$ cat src/design/ipvf_pkg.sv
// ----------------------------------------------------------------------------
// ipvf_pkg
// shared types, constants and the header field rewrite for the ipv4 fragmenter
// ----------------------------------------------------------------------------
package ipvf_pkg;

  localparam int unsigned LinkBytes  = 14;
  localparam int unsigned MaxIpBytes = 60;
  localparam int unsigned BufBytes   = LinkBytes + MaxIpBytes;
  localparam int unsigned AddrW      = $clog2(BufBytes + 1);

  localparam logic [15:0] ETH_TYPE_IPV4 = 16'h0800;
  localparam logic [5:0]  MIN_IHL_BYTES = 6'd20;
  localparam logic [15:0] MF_BIT        = 16'h2000;
  localparam logic [5:0]  IP_TL_HI      = 6'd2;
  localparam logic [5:0]  IP_TL_LO      = 6'd3;
  localparam logic [5:0]  IP_FO_HI      = 6'd6;
  localparam logic [5:0]  IP_FO_LO      = 6'd7;
  localparam logic [5:0]  IP_CS_HI      = 6'd10;
  localparam logic [5:0]  IP_CS_LO      = 6'd11;

  typedef enum logic [6:0] {
    ST_IDLE    = 7'b0000001,
    ST_DECIDE  = 7'b0000010,
    ST_CS_RD   = 7'b0000100,
    ST_CS_ACC  = 7'b0001000,
    ST_FOLD    = 7'b0010000,
    ST_EM_RD   = 7'b0100000,
    ST_EM_PUSH = 7'b1000000
  } state_e;

  typedef enum logic [4:0] {
    PH_LINK    = 5'b00001,
    PH_IP      = 5'b00010,
    PH_PAYLOAD = 5'b00100,
    PH_PASS    = 5'b01000,
    PH_DRAIN   = 5'b10000
  } phase_e;

  // one byte towards the word packer
  typedef struct packed {
    logic       push;
    logic [7:0] data;
    logic       done;
    logic       frag_end;
    logic       frame_end;
  } pack_req_t;

  // ip header byte with total length, flags/offset and checksum rewritten
  function automatic logic [7:0] patch_byte(input logic [5:0]  idx,
                                            input logic [7:0]  orig,
                                            input logic [15:0] tl,
                                            input logic [15:0] fo,
                                            input logic [15:0] cs);
    logic [7:0] r;
    r = orig;
    case (idx)
      IP_TL_HI: r = tl[15:8];
      IP_TL_LO: r = tl[7:0];
      IP_FO_HI: r = fo[15:8];
      IP_FO_LO: r = fo[7:0];
      IP_CS_HI: r = cs[15:8];
      IP_CS_LO: r = cs[7:0];
      default:  r = orig;
    endcase
    return r;
  endfunction

endpackage

$ cat src/design/ipvf_hdr_ram.sv
// ----------------------------------------------------------------------------
// ipvf_hdr_ram
// header byte store, one write port and one registered read port
// ----------------------------------------------------------------------------
module ipvf_hdr_ram (
  input  logic                       clk_i,
  input  logic                       we_i,
  input  logic [ipvf_pkg::AddrW-1:0] waddr_i,
  input  logic [7:0]                 wdata_i,
  input  logic [ipvf_pkg::AddrW-1:0] raddr_i,
  output logic [7:0]                 rdata_o
);
  import ipvf_pkg::*;

  logic [7:0] mem [BufBytes];
  logic [7:0] rdata_q;

  always_ff @(posedge clk_i) begin
    if (we_i) begin
      mem[waddr_i] <= wdata_i;
    end
    rdata_q <= mem[raddr_i];
  end

  assign rdata_o = rdata_q;

endmodule

$ cat src/design/ipvf_word_pack.sv
// ----------------------------------------------------------------------------
// ipvf_word_pack
// gathers bytes into words of up to eight and holds the output register
// ----------------------------------------------------------------------------
module ipvf_word_pack (
  input  logic                clk_i,
  input  logic                rst_ni,
  input  ipvf_pkg::pack_req_t req_i,
  output logic                rdy_o,
  output logic                m_axis_tvalid,
  input  logic                m_axis_tready,
  output logic [71:0]         m_axis_tdata,
  output logic                m_axis_tuser,
  output logic                m_axis_tlast
);
  import ipvf_pkg::*;

  logic [63:0] acc_q, acc_d;
  logic [2:0]  slot_q, slot_d;
  logic        vld_q, vld_d;
  logic [71:0] data_q, data_d;
  logic        fe_q, fe_d, fr_q, fr_d;
  logic [63:0] acc_w;

  assign rdy_o = !vld_q;

  always_comb begin
    acc_d  = acc_q;
    slot_d = slot_q;
    vld_d  = vld_q;
    data_d = data_q;
    fe_d   = fe_q;
    fr_d   = fr_q;
    acc_w  = acc_q;
    acc_w[slot_q*8 +: 8] = req_i.data;
    if (vld_q && m_axis_tready) begin
      vld_d = 1'b0;
    end
    if (req_i.push && !vld_q) begin
      if (req_i.done || slot_q == 3'd7) begin
        data_d = {4'd0, {1'b0, slot_q} + 4'd1, acc_w};
        fe_d   = req_i.done & req_i.frag_end;
        fr_d   = req_i.done & req_i.frame_end;
        vld_d  = 1'b1;
        acc_d  = '0;
        slot_d = 3'd0;
      end else begin
        acc_d  = acc_w;
        slot_d = slot_q + 3'd1;
      end
    end
  end

  always_ff @(posedge clk_i or negedge rst_ni) begin
    if (!rst_ni) begin
      acc_q  <= '0;
      slot_q <= 3'd0;
      vld_q  <= 1'b0;
    end else begin
      acc_q  <= acc_d;
      slot_q <= slot_d;
      vld_q  <= vld_d;
    end
  end

  always_ff @(posedge clk_i) begin
    data_q <= data_d;
    fe_q   <= fe_d;
    fr_q   <= fr_d;
  end

  assign m_axis_tvalid = vld_q;
  assign m_axis_tdata  = data_q;
  assign m_axis_tuser  = fe_q;
  assign m_axis_tlast  = fr_q;

endmodule

$ cat src/design/ipvf_fragmenter_ctrl.sv
// ----------------------------------------------------------------------------
// ipvf_fragmenter_ctrl
// per-byte sequencer: frame parsing, checksum pass and byte emission
// ----------------------------------------------------------------------------
module ipvf_fragmenter_ctrl (
  input  logic                       clk_i,
  input  logic                       rst_ni,
  input  logic                       in_valid_i,
  output logic                       in_ready_o,
  input  logic [7:0]                 in_byte_i,
  input  logic                       in_last_i,
  input  logic [13:0]                max_frame_i,
  output logic                       we_o,
  output logic [ipvf_pkg::AddrW-1:0] waddr_o,
  output logic [ipvf_pkg::AddrW-1:0] raddr_o,
  input  logic [7:0]                 rdata_i,
  output ipvf_pkg::pack_req_t        pack_o,
  input  logic                       pack_rdy_i
);
  import ipvf_pkg::*;

  localparam logic [AddrW-1:0] LinkA = AddrW'(LinkBytes);

  state_e st_q, st_d;
  phase_e ph_q, ph_d;
  logic [AddrW-1:0] pos_q, pos_d;
  logic [5:0]  hb_q, hb_d;
  logic [15:0] total_q, total_d, chunk_q, chunk_d, off_q, off_d, bif_q, bif_d;
  logic [15:0] base_q, base_d, tl_q, tl_d, fw_q, fw_d;
  logic        omf_q, omf_d;
  logic [7:0]  et_hi_q, et_hi_d, byte_q, byte_d;
  logic        last_q, last_d;
  logic [AddrW-1:0] n_q, n_d, len_q, len_d, j_q, j_d;
  logic        built_q, built_d, fe_q, fe_d, fr_q, fr_d;
  logic [20:0] sum_q, sum_d;
  logic [15:0] cs_q, cs_d, tlo_q, tlo_d, foo_q, foo_d;

  // decode helpers
  logic [5:0]  idx, h_new, hb;
  logic [15:0] left, flen, pay;
  logic [16:0] off_fl, off_ch;
  logic [14:0] ovh8;
  logic [13:0] diff;
  logic        more, fend, go, extra;
  logic [AddrW-1:0] n_new;
  logic [7:0]  pb, eb;
  logic [16:0] s1;
  logic [15:0] s2;

  assign in_ready_o = (st_q == ST_IDLE);
  assign we_o    = in_valid_i && in_ready_o && (ph_q == PH_LINK || ph_q == PH_IP);
  assign waddr_o = pos_q;

  always_comb begin
    st_d = st_q;  ph_d = ph_q;  pos_d = pos_q;  hb_d = hb_q;
    total_d = total_q;  chunk_d = chunk_q;  off_d = off_q;  bif_d = bif_q;
    base_d = base_q;  tl_d = tl_q;  fw_d = fw_q;  omf_d = omf_q;
    et_hi_d = et_hi_q;  byte_d = byte_q;  last_d = last_q;
    n_d = n_q;  len_d = len_q;  j_d = j_q;  built_d = built_q;
    fe_d = fe_q;  fr_d = fr_q;  sum_d = sum_q;  cs_d = cs_q;
    tlo_d = tlo_q;  foo_d = foo_q;
    raddr_o = '0;
    pack_o  = '0;
    idx   = 6'(pos_q - LinkA);
    h_new = {byte_q[3:0], 2'b00};
    hb    = (idx == 6'd0) ? h_new : hb_q;
    left  = total_q - off_q;
    flen  = (chunk_q < left) ? chunk_q : left;
    off_fl = {1'b0, off_q} + {1'b0, flen};
    off_ch = {1'b0, off_q} + {1'b0, chunk_q};
    pay   = (tl_q > {10'd0, hb}) ? tl_q - {10'd0, hb} : 16'd0;
    ovh8  = 15'(LinkBytes) + {9'd0, hb} + 15'd8;
    diff  = max_frame_i - 14'(LinkBytes) - {8'd0, hb};
    more  = (off_ch < {1'b0, total_q}) ? 1'b1 : omf_q;
    fend  = ({bif_q + 16'd1} >= flen);
    go    = 1'b0;
    extra = 1'b0;
    n_new = '0;
    pb = patch_byte(j_q[5:0], rdata_i, tlo_q, foo_q, 16'd0);
    eb = byte_q;
    s1 = {1'b0, sum_q[15:0]} + {12'd0, sum_q[20:16]};
    s2 = s1[15:0] + {15'd0, s1[16]};

    unique case (st_q)
      ST_IDLE: begin
        if (in_valid_i) begin
          byte_d = in_byte_i;
          last_d = in_last_i;
          st_d   = ST_DECIDE;
        end
      end
      ST_DECIDE: begin
        built_d = 1'b0;
        fe_d    = 1'b0;
        fr_d    = 1'b0;
        unique case (ph_q)
          PH_LINK: begin
            pos_d = pos_q + 1'b1;
            if (pos_q == LinkA - 2'd2) et_hi_d = byte_q;
            if (pos_q == LinkA - 1'b1) begin
              if ({et_hi_q, byte_q} != ETH_TYPE_IPV4) begin
                go = 1'b1;  n_new = LinkA;
                fe_d = last_q;  fr_d = last_q;
                ph_d = PH_PASS;
              end else begin
                if (last_q) begin
                  go = 1'b1;  n_new = LinkA;  fe_d = 1'b1;  fr_d = 1'b1;
                end
                ph_d = PH_IP;
              end
            end else if (last_q) begin
              go = 1'b1;  n_new = pos_q + 1'b1;  fe_d = 1'b1;  fr_d = 1'b1;
            end
          end
          PH_IP: begin
            pos_d = pos_q + 1'b1;
            if (idx == IP_TL_HI) tl_d[15:8] = byte_q;
            if (idx == IP_TL_LO) tl_d[7:0]  = byte_q;
            if (idx == IP_FO_HI) fw_d[15:8] = byte_q;
            if (idx == IP_FO_LO) fw_d[7:0]  = byte_q;
            if (idx == 6'd0) hb_d = h_new;
            if (idx == 6'd0 && h_new < MIN_IHL_BYTES) begin
              go = 1'b1;  n_new = LinkA + 1'b1;
              fe_d = last_q;  fr_d = last_q;
              ph_d = PH_PASS;
            end else if ({1'b0, idx} + 7'd1 >= {1'b0, hb}) begin
              total_d = pay;
              omf_d   = fw_q[13];
              base_d  = {fw_q[12:0], 3'b000};
              chunk_d = ({1'b0, max_frame_i} >= ovh8) ? {2'd0, diff[13:3], 3'b000}
                                                      : 16'd8;
              off_d   = '0;
              bif_d   = '0;
              if (pay == 16'd0) begin
                go = 1'b1;  built_d = 1'b1;  n_new = LinkA + AddrW'(hb);
                fe_d = 1'b1;  fr_d = 1'b1;
                tlo_d = {10'd0, hb};
                foo_d = {3'd0, fw_q[12:0]} | (fw_q[13] ? MF_BIT : 16'd0);
                ph_d = PH_DRAIN;
              end else if (last_q) begin
                go = 1'b1;  n_new = LinkA + AddrW'(hb);  fe_d = 1'b1;  fr_d = 1'b1;
              end else begin
                ph_d = PH_PAYLOAD;
              end
            end else if (last_q) begin
              go = 1'b1;  n_new = pos_q + 1'b1;  fe_d = 1'b1;  fr_d = 1'b1;
            end
          end
          PH_PAYLOAD: begin
            go = 1'b1;  extra = 1'b1;
            if (bif_q == 16'd0) begin
              built_d = 1'b1;
              n_new   = LinkA + AddrW'(hb_q);
              tlo_d   = {10'd0, hb_q} + flen;
              foo_d   = {3'd0, 13'((base_q + off_q) >> 3)} | (more ? MF_BIT : 16'd0);
            end
            if (fend) begin
              off_d = off_fl[15:0];
              bif_d = '0;
              if (off_fl >= {1'b0, total_q}) begin
                fr_d = 1'b1;
                ph_d = PH_DRAIN;
              end
            end else begin
              bif_d = bif_q + 16'd1;
            end
            fe_d = fend | last_q;
            fr_d = fr_d | last_q;
          end
          PH_PASS: begin
            go = 1'b1;  extra = 1'b1;  fe_d = last_q;  fr_d = last_q;
          end
          PH_DRAIN: begin
            go = 1'b0;
          end
          default: begin
            go = 1'b0;
          end
        endcase
        if (last_q) begin
          ph_d  = PH_LINK;
          pos_d = '0;
        end
        n_d   = n_new;
        len_d = n_new + AddrW'(extra);
        j_d   = '0;
        sum_d = '0;
        if (!go) st_d = ST_IDLE;
        else if (built_d) st_d = ST_CS_RD;
        else st_d = ST_EM_RD;
      end
      ST_CS_RD: begin
        raddr_o = LinkA + j_q;
        st_d    = ST_CS_ACC;
      end
      ST_CS_ACC: begin
        sum_d = sum_q + (j_q[0] ? {13'd0, pb} : {5'd0, pb, 8'd0});
        j_d   = j_q + 1'b1;
        st_d  = (j_q + 1'b1 == AddrW'(hb_q)) ? ST_FOLD : ST_CS_RD;
      end
      ST_FOLD: begin
        cs_d = ~s2;
        j_d  = '0;
        st_d = ST_EM_RD;
      end
      ST_EM_RD: begin
        raddr_o = j_q;
        st_d    = ST_EM_PUSH;
      end
      ST_EM_PUSH: begin
        // hold the read address so the byte stays put while the packer is full
        raddr_o = j_q;
        if (j_q < n_q) begin
          eb = (built_q && j_q >= LinkA)
               ? patch_byte(6'(j_q - LinkA), rdata_i, tlo_q, foo_q, cs_q) : rdata_i;
        end
        pack_o.push      = 1'b1;
        pack_o.data      = eb;
        pack_o.done      = (j_q + 1'b1 == len_q);
        pack_o.frag_end  = fe_q;
        pack_o.frame_end = fr_q;
        if (pack_rdy_i) begin
          j_d  = j_q + 1'b1;
          st_d = (j_q + 1'b1 == len_q) ? ST_IDLE : ST_EM_RD;
        end
      end
      default: st_d = ST_IDLE;
    endcase
  end

  always_ff @(posedge clk_i or negedge rst_ni) begin
    if (!rst_ni) begin
      st_q    <= ST_IDLE;
      ph_q    <= PH_LINK;
      pos_q   <= '0;
      hb_q    <= '0;
      total_q <= '0;
      chunk_q <= '0;
      off_q   <= '0;
      bif_q   <= '0;
      base_q  <= '0;
      omf_q   <= 1'b0;
    end else begin
      st_q    <= st_d;
      ph_q    <= ph_d;
      pos_q   <= pos_d;
      hb_q    <= hb_d;
      total_q <= total_d;
      chunk_q <= chunk_d;
      off_q   <= off_d;
      bif_q   <= bif_d;
      base_q  <= base_d;
      omf_q   <= omf_d;
    end
  end

  always_ff @(posedge clk_i) begin
    tl_q    <= tl_d;
    fw_q    <= fw_d;
    et_hi_q <= et_hi_d;
    byte_q  <= byte_d;
    last_q  <= last_d;
    n_q     <= n_d;
    len_q   <= len_d;
    j_q     <= j_d;
    built_q <= built_d;
    fe_q    <= fe_d;
    fr_q    <= fr_d;
    sum_q   <= sum_d;
    cs_q    <= cs_d;
    tlo_q   <= tlo_d;
    foo_q   <= foo_d;
  end

endmodule

$ cat src/design/ipv4_fragmenter.sv
// ----------------------------------------------------------------------------
// ipv4_fragmenter
// ethernet frame in, one byte an item; ipv4 fragments out, up to eight bytes an item
// ----------------------------------------------------------------------------
// the block takes one frame byte per input item and buffers the link header and
// ipv4 header in a small header store. non-ipv4 frames and frames with a
// header length below 20 pass through unchanged. ipv4 payload is cut into
// fragments sized from max_frame_bytes (written on the cfg channel, reset 1514),
// each one preceded by the link header and a rewritten ip header carrying new
// total length, flags/offset and checksum; bytes past the ip total length are
// dropped. the sequencer handles one input item at a time: it takes and decodes
// a byte, then emits its bytes one at a time, reading every buffered header byte
// through the one read port of the header store. a byte that opens a fragment
// first has a checksum pass that reads each ip header byte in turn; a plain
// payload or pass-through byte has none. a finished output word waits in its
// own register, so the next input item is taken while it is still pending
module ipv4_fragmenter (
  input  logic        clk_i,
  input  logic        rst_ni,
  input  logic        s_axis_tvalid,
  output logic        s_axis_tready,
  input  logic [7:0]  s_axis_tdata,  // in_byte
  input  logic        s_axis_tlast,  // in_last
  output logic        m_axis_tvalid,
  input  logic        m_axis_tready,
  output logic [71:0] m_axis_tdata,  // out_word [63:0], out_bytes [67:64], zero pad
  output logic        m_axis_tuser,  // fragment_end
  output logic        m_axis_tlast,  // frame_end
  input  logic        cfg_valid_i,
  output logic        cfg_ready_o,
  input  logic [13:0] cfg_data_i     // max_frame_bytes
);
  import ipvf_pkg::*;

  logic [13:0]      max_q;
  logic             we;
  logic [AddrW-1:0] waddr, raddr;
  logic [7:0]       rdata;
  pack_req_t        pack_req;
  logic             pack_rdy;

  // register write is always taken
  assign cfg_ready_o = 1'b1;

  always_ff @(posedge clk_i or negedge rst_ni) begin
    if (!rst_ni) begin
      max_q <= 14'd1514;
    end else if (cfg_valid_i) begin
      max_q <= cfg_data_i;
    end
  end

  // link and ip header bytes, addressed by their place in the frame
  ipvf_hdr_ram u_ram (
    .clk_i   (clk_i),
    .we_i    (we),
    .waddr_i (waddr),
    .wdata_i (s_axis_tdata),
    .raddr_i (raddr),
    .rdata_o (rdata)
  );

  // parsing, checksum pass and byte emission
  ipvf_fragmenter_ctrl u_ctrl (
    .clk_i       (clk_i),
    .rst_ni      (rst_ni),
    .in_valid_i  (s_axis_tvalid),
    .in_ready_o  (s_axis_tready),
    .in_byte_i   (s_axis_tdata),
    .in_last_i   (s_axis_tlast),
    .max_frame_i (max_q),
    .we_o        (we),
    .waddr_o     (waddr),
    .raddr_o     (raddr),
    .rdata_i     (rdata),
    .pack_o      (pack_req),
    .pack_rdy_i  (pack_rdy)
  );

  // output words and their register
  ipvf_word_pack u_pack (
    .clk_i         (clk_i),
    .rst_ni        (rst_ni),
    .req_i         (pack_req),
    .rdy_o         (pack_rdy),
    .m_axis_tvalid (m_axis_tvalid),
    .m_axis_tready (m_axis_tready),
    .m_axis_tdata  (m_axis_tdata),
    .m_axis_tuser  (m_axis_tuser),
    .m_axis_tlast  (m_axis_tlast)
  );

endmodule

$ cat config.mk
export PLATFORM = sky130hd
export DESIGN_NAME = ipv4_fragmenter
export DESIGN_NICKNAME = d
export VERILOG_FILES = /design/src/design/ipvf_pkg.sv /design/src/design/ipvf_hdr_ram.sv /design/src/design/ipvf_word_pack.sv /design/src/design/ipvf_fragmenter_ctrl.sv /design/src/design/ipv4_fragmenter.sv
export SDC_FILE = /design/constraint.sdc
export NUM_CORES = 2
export LEC_CHECK = 0
export BUFFER_PORTS_ARGS = -buffer_cell sky130_fd_sc_hd__buf_2
export CORE_ASPECT_RATIO = 1.4
export CORE_MARGIN = 2
export CORE_UTILIZATION = 55
export CTS_CLUSTER_DIAMETER = 100
export DETAILED_ROUTE_END_ITERATION = 8
export PLACE_DENSITY = 0.78
export SLEW_MARGIN = 20
export SYNTH_ARGS = -nofsm -noshare
export SYNTH_HDL_FRONTEND = slang
export SYNTH_SLANG_ARGS = --single-unit
export TNS_END_PERCENT = 50
$ cat constraint.sdc
create_clock -name clk_i -period 10.6 [get_ports clk_i]
set_clock_uncertainty 0.1 [all_clocks]
set_input_delay 2.12 -clock clk_i [delete_from_list [all_inputs] [get_ports clk_i]]
set_output_delay 2.12 -clock clk_i [all_outputs]
set_load 0.01 [all_outputs]
==> results.sh <==
export IMPL_status="completed"
export IMPL_setup_viol=0
export IMPL_peakVddDrop_uv=148
export IMPL_vias_per_cell=6.21
export IMPL_async_flop_share=0.182
export IMPL_yosys_warnings=0
export IMPL_critical_path_class="reg -> reg"
export IMPL_stdcell_count=4942
export IMPL_cp_max_fo=28
export IMPL_first_global_vias=30300
export IMPL_drc_errors=0
export IMPL_cp_required_ps=11040
export IMPL_postLayoutSetupSlackWorst_ps=2050
export IMPL_drive_gt1_frac=0.131
export IMPL_start_kind="flop"
export IMPL_die_h_um=352
export IMPL_hold_violations=0
export IMPL_numCtsBuffers=92
export IMPL_syn_to_final_growth_pct=9.83
export IMPL_drt_total_wl_um=118000
export IMPL_synthMostInstantiatedCell="edfxtp_1"
export IMPL_post_cts_buffers=0
export IMPL_cts_hold_buf=0
export IMPL_cap_viol_max_count=0
export IMPL_fp_dieW_um=253
export IMPL_dp_hpwl_um=79500
export IMPL_cts_tree="built"
export IMPL_period_share=0.807
export IMPL_grt_pass1_wl_um=180000
export IMPL_cp_end_kind="flop"
export IMPL_post_place_ws_ps=2130
export IMPL_grt_use_total=0.266
export IMPL_crit_arrival_ps=9000
export IMPL_ys_top_cells_by_count="edfxtp_1 (800), nand2_1 (482), o21ai_0 (233), nor2_1 (229), ha_1 (203)"
export IMPL_ys_seq_area_frac=0.603
export IMPL_place_inst=4776
export IMPL_min_path_type="reg -> reg"
export IMPL_ios=105
export IMPL_path_clk_slew_ps=70
export IMPL_cpMaxStageDelayCell="fa_1"
export IMPL_powerDensity_nw_per_um2=161
export IMPL_port_buffers=99
export IMPL_antenna_found_initial=2
export IMPL_fmax_mhz=117
export IMPL_overflow=0
export IMPL_start_util=0.556
export IMPL_synth_top_area_share=0.505
export IMPL_yosysTopAreaCell="edfxtp_1"
export IMPL_drtIter0Drc=3264
export IMPL_clockBufferDepth=3
export IMPL_yosys_top_cells_area="edfxtp_1 (50%), dfrtp_1 (9.0%), mux4_2 (6.8%)"
export IMPL_report_final_slew_viol_count=0
export IMPL_cts_max_level=3
export IMPL_synth_edf_count=800
export IMPL_vias=30700
export IMPL_grt_max_degree=145
export IMPL_finalSetupTns_ps=0
export IMPL_ant_nets=0
export IMPL_syn_inst=3694
export IMPL_cts_sinks=988
export IMPL_tightest_slew_ps=1060
export IMPL_coreArea_um2=85600
export IMPL_synth_cell_types=91
export IMPL_dieArea_um2=88900
export IMPL_power_leakage_uw=0.0193
export IMPL_netlist_area_um2=47600
export IMPL_first_pass_iters=7
export IMPL_max_stage_delay_ps=460
export IMPL_cts_resized_gates=0
export IMPL_nNetsFinal=4013
export IMPL_rsz0062_at_grt="false"
export IMPL_antenna_cells=0
export IMPL_maxSlewHeadroom=0.294
export IMPL_rows=127
export IMPL_insertion_delay_ps=690
export IMPL_wl_per_cell_um=23.9
export IMPL_ys_ff_latch=988
export IMPL_totalPowerFinal_uw=8440
export IMPL_root_buffer="clkbuf_16"
export IMPL_gp_congestion=0.960
export IMPL_fin_crit_ps=8550
export IMPL_synth_area_per_cell_um2=12.9
export IMPL_synth_ff_type="edfxtp_1"
layer usage:
layer | routed length (um) | GRT usage
met5 | 13 | 0
met4 | 7780 | 0.164
met3 | 7200 | 0.0306
met2 | 60100 | 0.460
met1 | 43100 | 0.318
cell usage in the layout (no fill, tap or decap), drive strengths merged, types with 10 or more instances in the layout:
cell    count
ha        203
nand2b     37
nand3     119
nor3       35
inv       155
o211ai     10
xor2       72
clkbuf    119
a311oi     18
o21ai     251
a21o       51
nor2      230
a31oi      18
o21a       25
and2       15
a21oi     101
clkinv     32
mux4      144
dfrtp     171
conb       10
nand2     482
edfxtp    800
xnor2     105
a22oi      22
and3       55
nor4       16
or3        30
bufinv     10
buf       139
nor2b      27
or2        11
mux2i      20
o21bai     14
mux2       40
o31ai      67
nand4      33
path summary, 6_finish.rpt:
kind | start | end | slack [ps] | cells past startpoint
setup / recovery | u_ctrl.total_q[0]$_DFFE_PN0P_ | u_ctrl.ph_q[2]$_DFFE_PN0P_ | 2050 | 36
hold / removal | u_pack.acc_q[26]$_DFFE_PN0P_ | u_pack.acc_q[26]$_DFFE_PN0P_ | 380 | 2
setup reg to reg | u_ctrl.total_q[0]$_DFFE_PN0P_ | u_ctrl.ph_q[2]$_DFFE_PN0P_ | 2050 | 36
hold reg to reg | u_pack.acc_q[26]$_DFFE_PN0P_ | u_pack.acc_q[26]$_DFFE_PN0P_ | 380 | 2
max in group asynchronous | rst_ni | u_pack.acc_q[7]$_DFFE_PN0P_ | 7320 | 2
min in group asynchronous | rst_ni | u_ctrl.chunk_q[11]$_DFFE_PN0P_ | 1490 | 1
kinds of logic (layout without fill, tap and decap cells):
family	after synthesis	count (layout)	synth area share
buffers and inverters	315	459	0.0265
XOR/XNOR	177	177	0.0326
AO/OA/AOI/OAI	667	667	0.0900
AND/OR/NAND/NOR	1128	1128	0.109
other	2	10	0.000158
adder cells (fa/ha/maj)	213	213	0.0572
flip-flops	988	988	0.603
multiplexers	204	204	0.0818
critical path, delay by kind of cell, from the launching register on:
kind	cells	cell delay [ps]
AOI/OAI and AO/OA	19	4230
and+or+nand+nor	5	1070
DFF	1	410
muxes	1	270
buffers and inverters	4	330
xor gates and xnor gates	2	440
adders and majority gates	5	1570
metrics by stage:
step | hold WS, ps | area, um2 | utilization
3_5_place_dp | 370 | 49200 | 0.575
4_1_cts | 384 | 52300 | 0.610
3_3_place_gp | 361 | 49200 | 0.575
6_report | 380 | 52300 | 0.610
5_1_grt | 403 | 52300 | 0.610
2_1_floorplan | 350 | 47600 | -
report_power, final:
part	switching [uW]	internal, uW	total (uW)
Sequential	95.2	4280	4370
Clock	1480	1880	3360
Combinational	460	249	709
Total	2030	6400	8440
cell type report:
type | instances | area [um2]
clock buffers | 118 | 2420
clock inverters | 48 | 622
fillers | 6407 | 33400
inverters | 153 | 574
multi-input cells | 2399 | 17700
flip-flops and latches | 988 | 28700
well taps | 1096 | 1370
repair buffers | 140 | 837
sequential cells by signal, summed over array words and instances (netlist names), 8 cells and up:
signal,cells
u_ctrl.tlo_q,16
u_ctrl.chunk_q,11
u_ctrl.base_q,13
u_ctrl.et_hi_q,8
u_ctrl.sum_q,21
u_ram.rdata_o,8
u_ram.mem,592
u_ctrl.tl_q,16
u_ctrl.byte_q,8
u_pack.m_axis_tdata,68
u_ctrl.bif_q,16
u_pack.acc_q,64
u_ctrl.total_q,16
u_ctrl.foo_q,14
u_ctrl.cs_q,16
u_ctrl.fw_q,14
max_q,14
u_ctrl.off_q,16
Note: power is estimated with default switching activity, not from simulation.
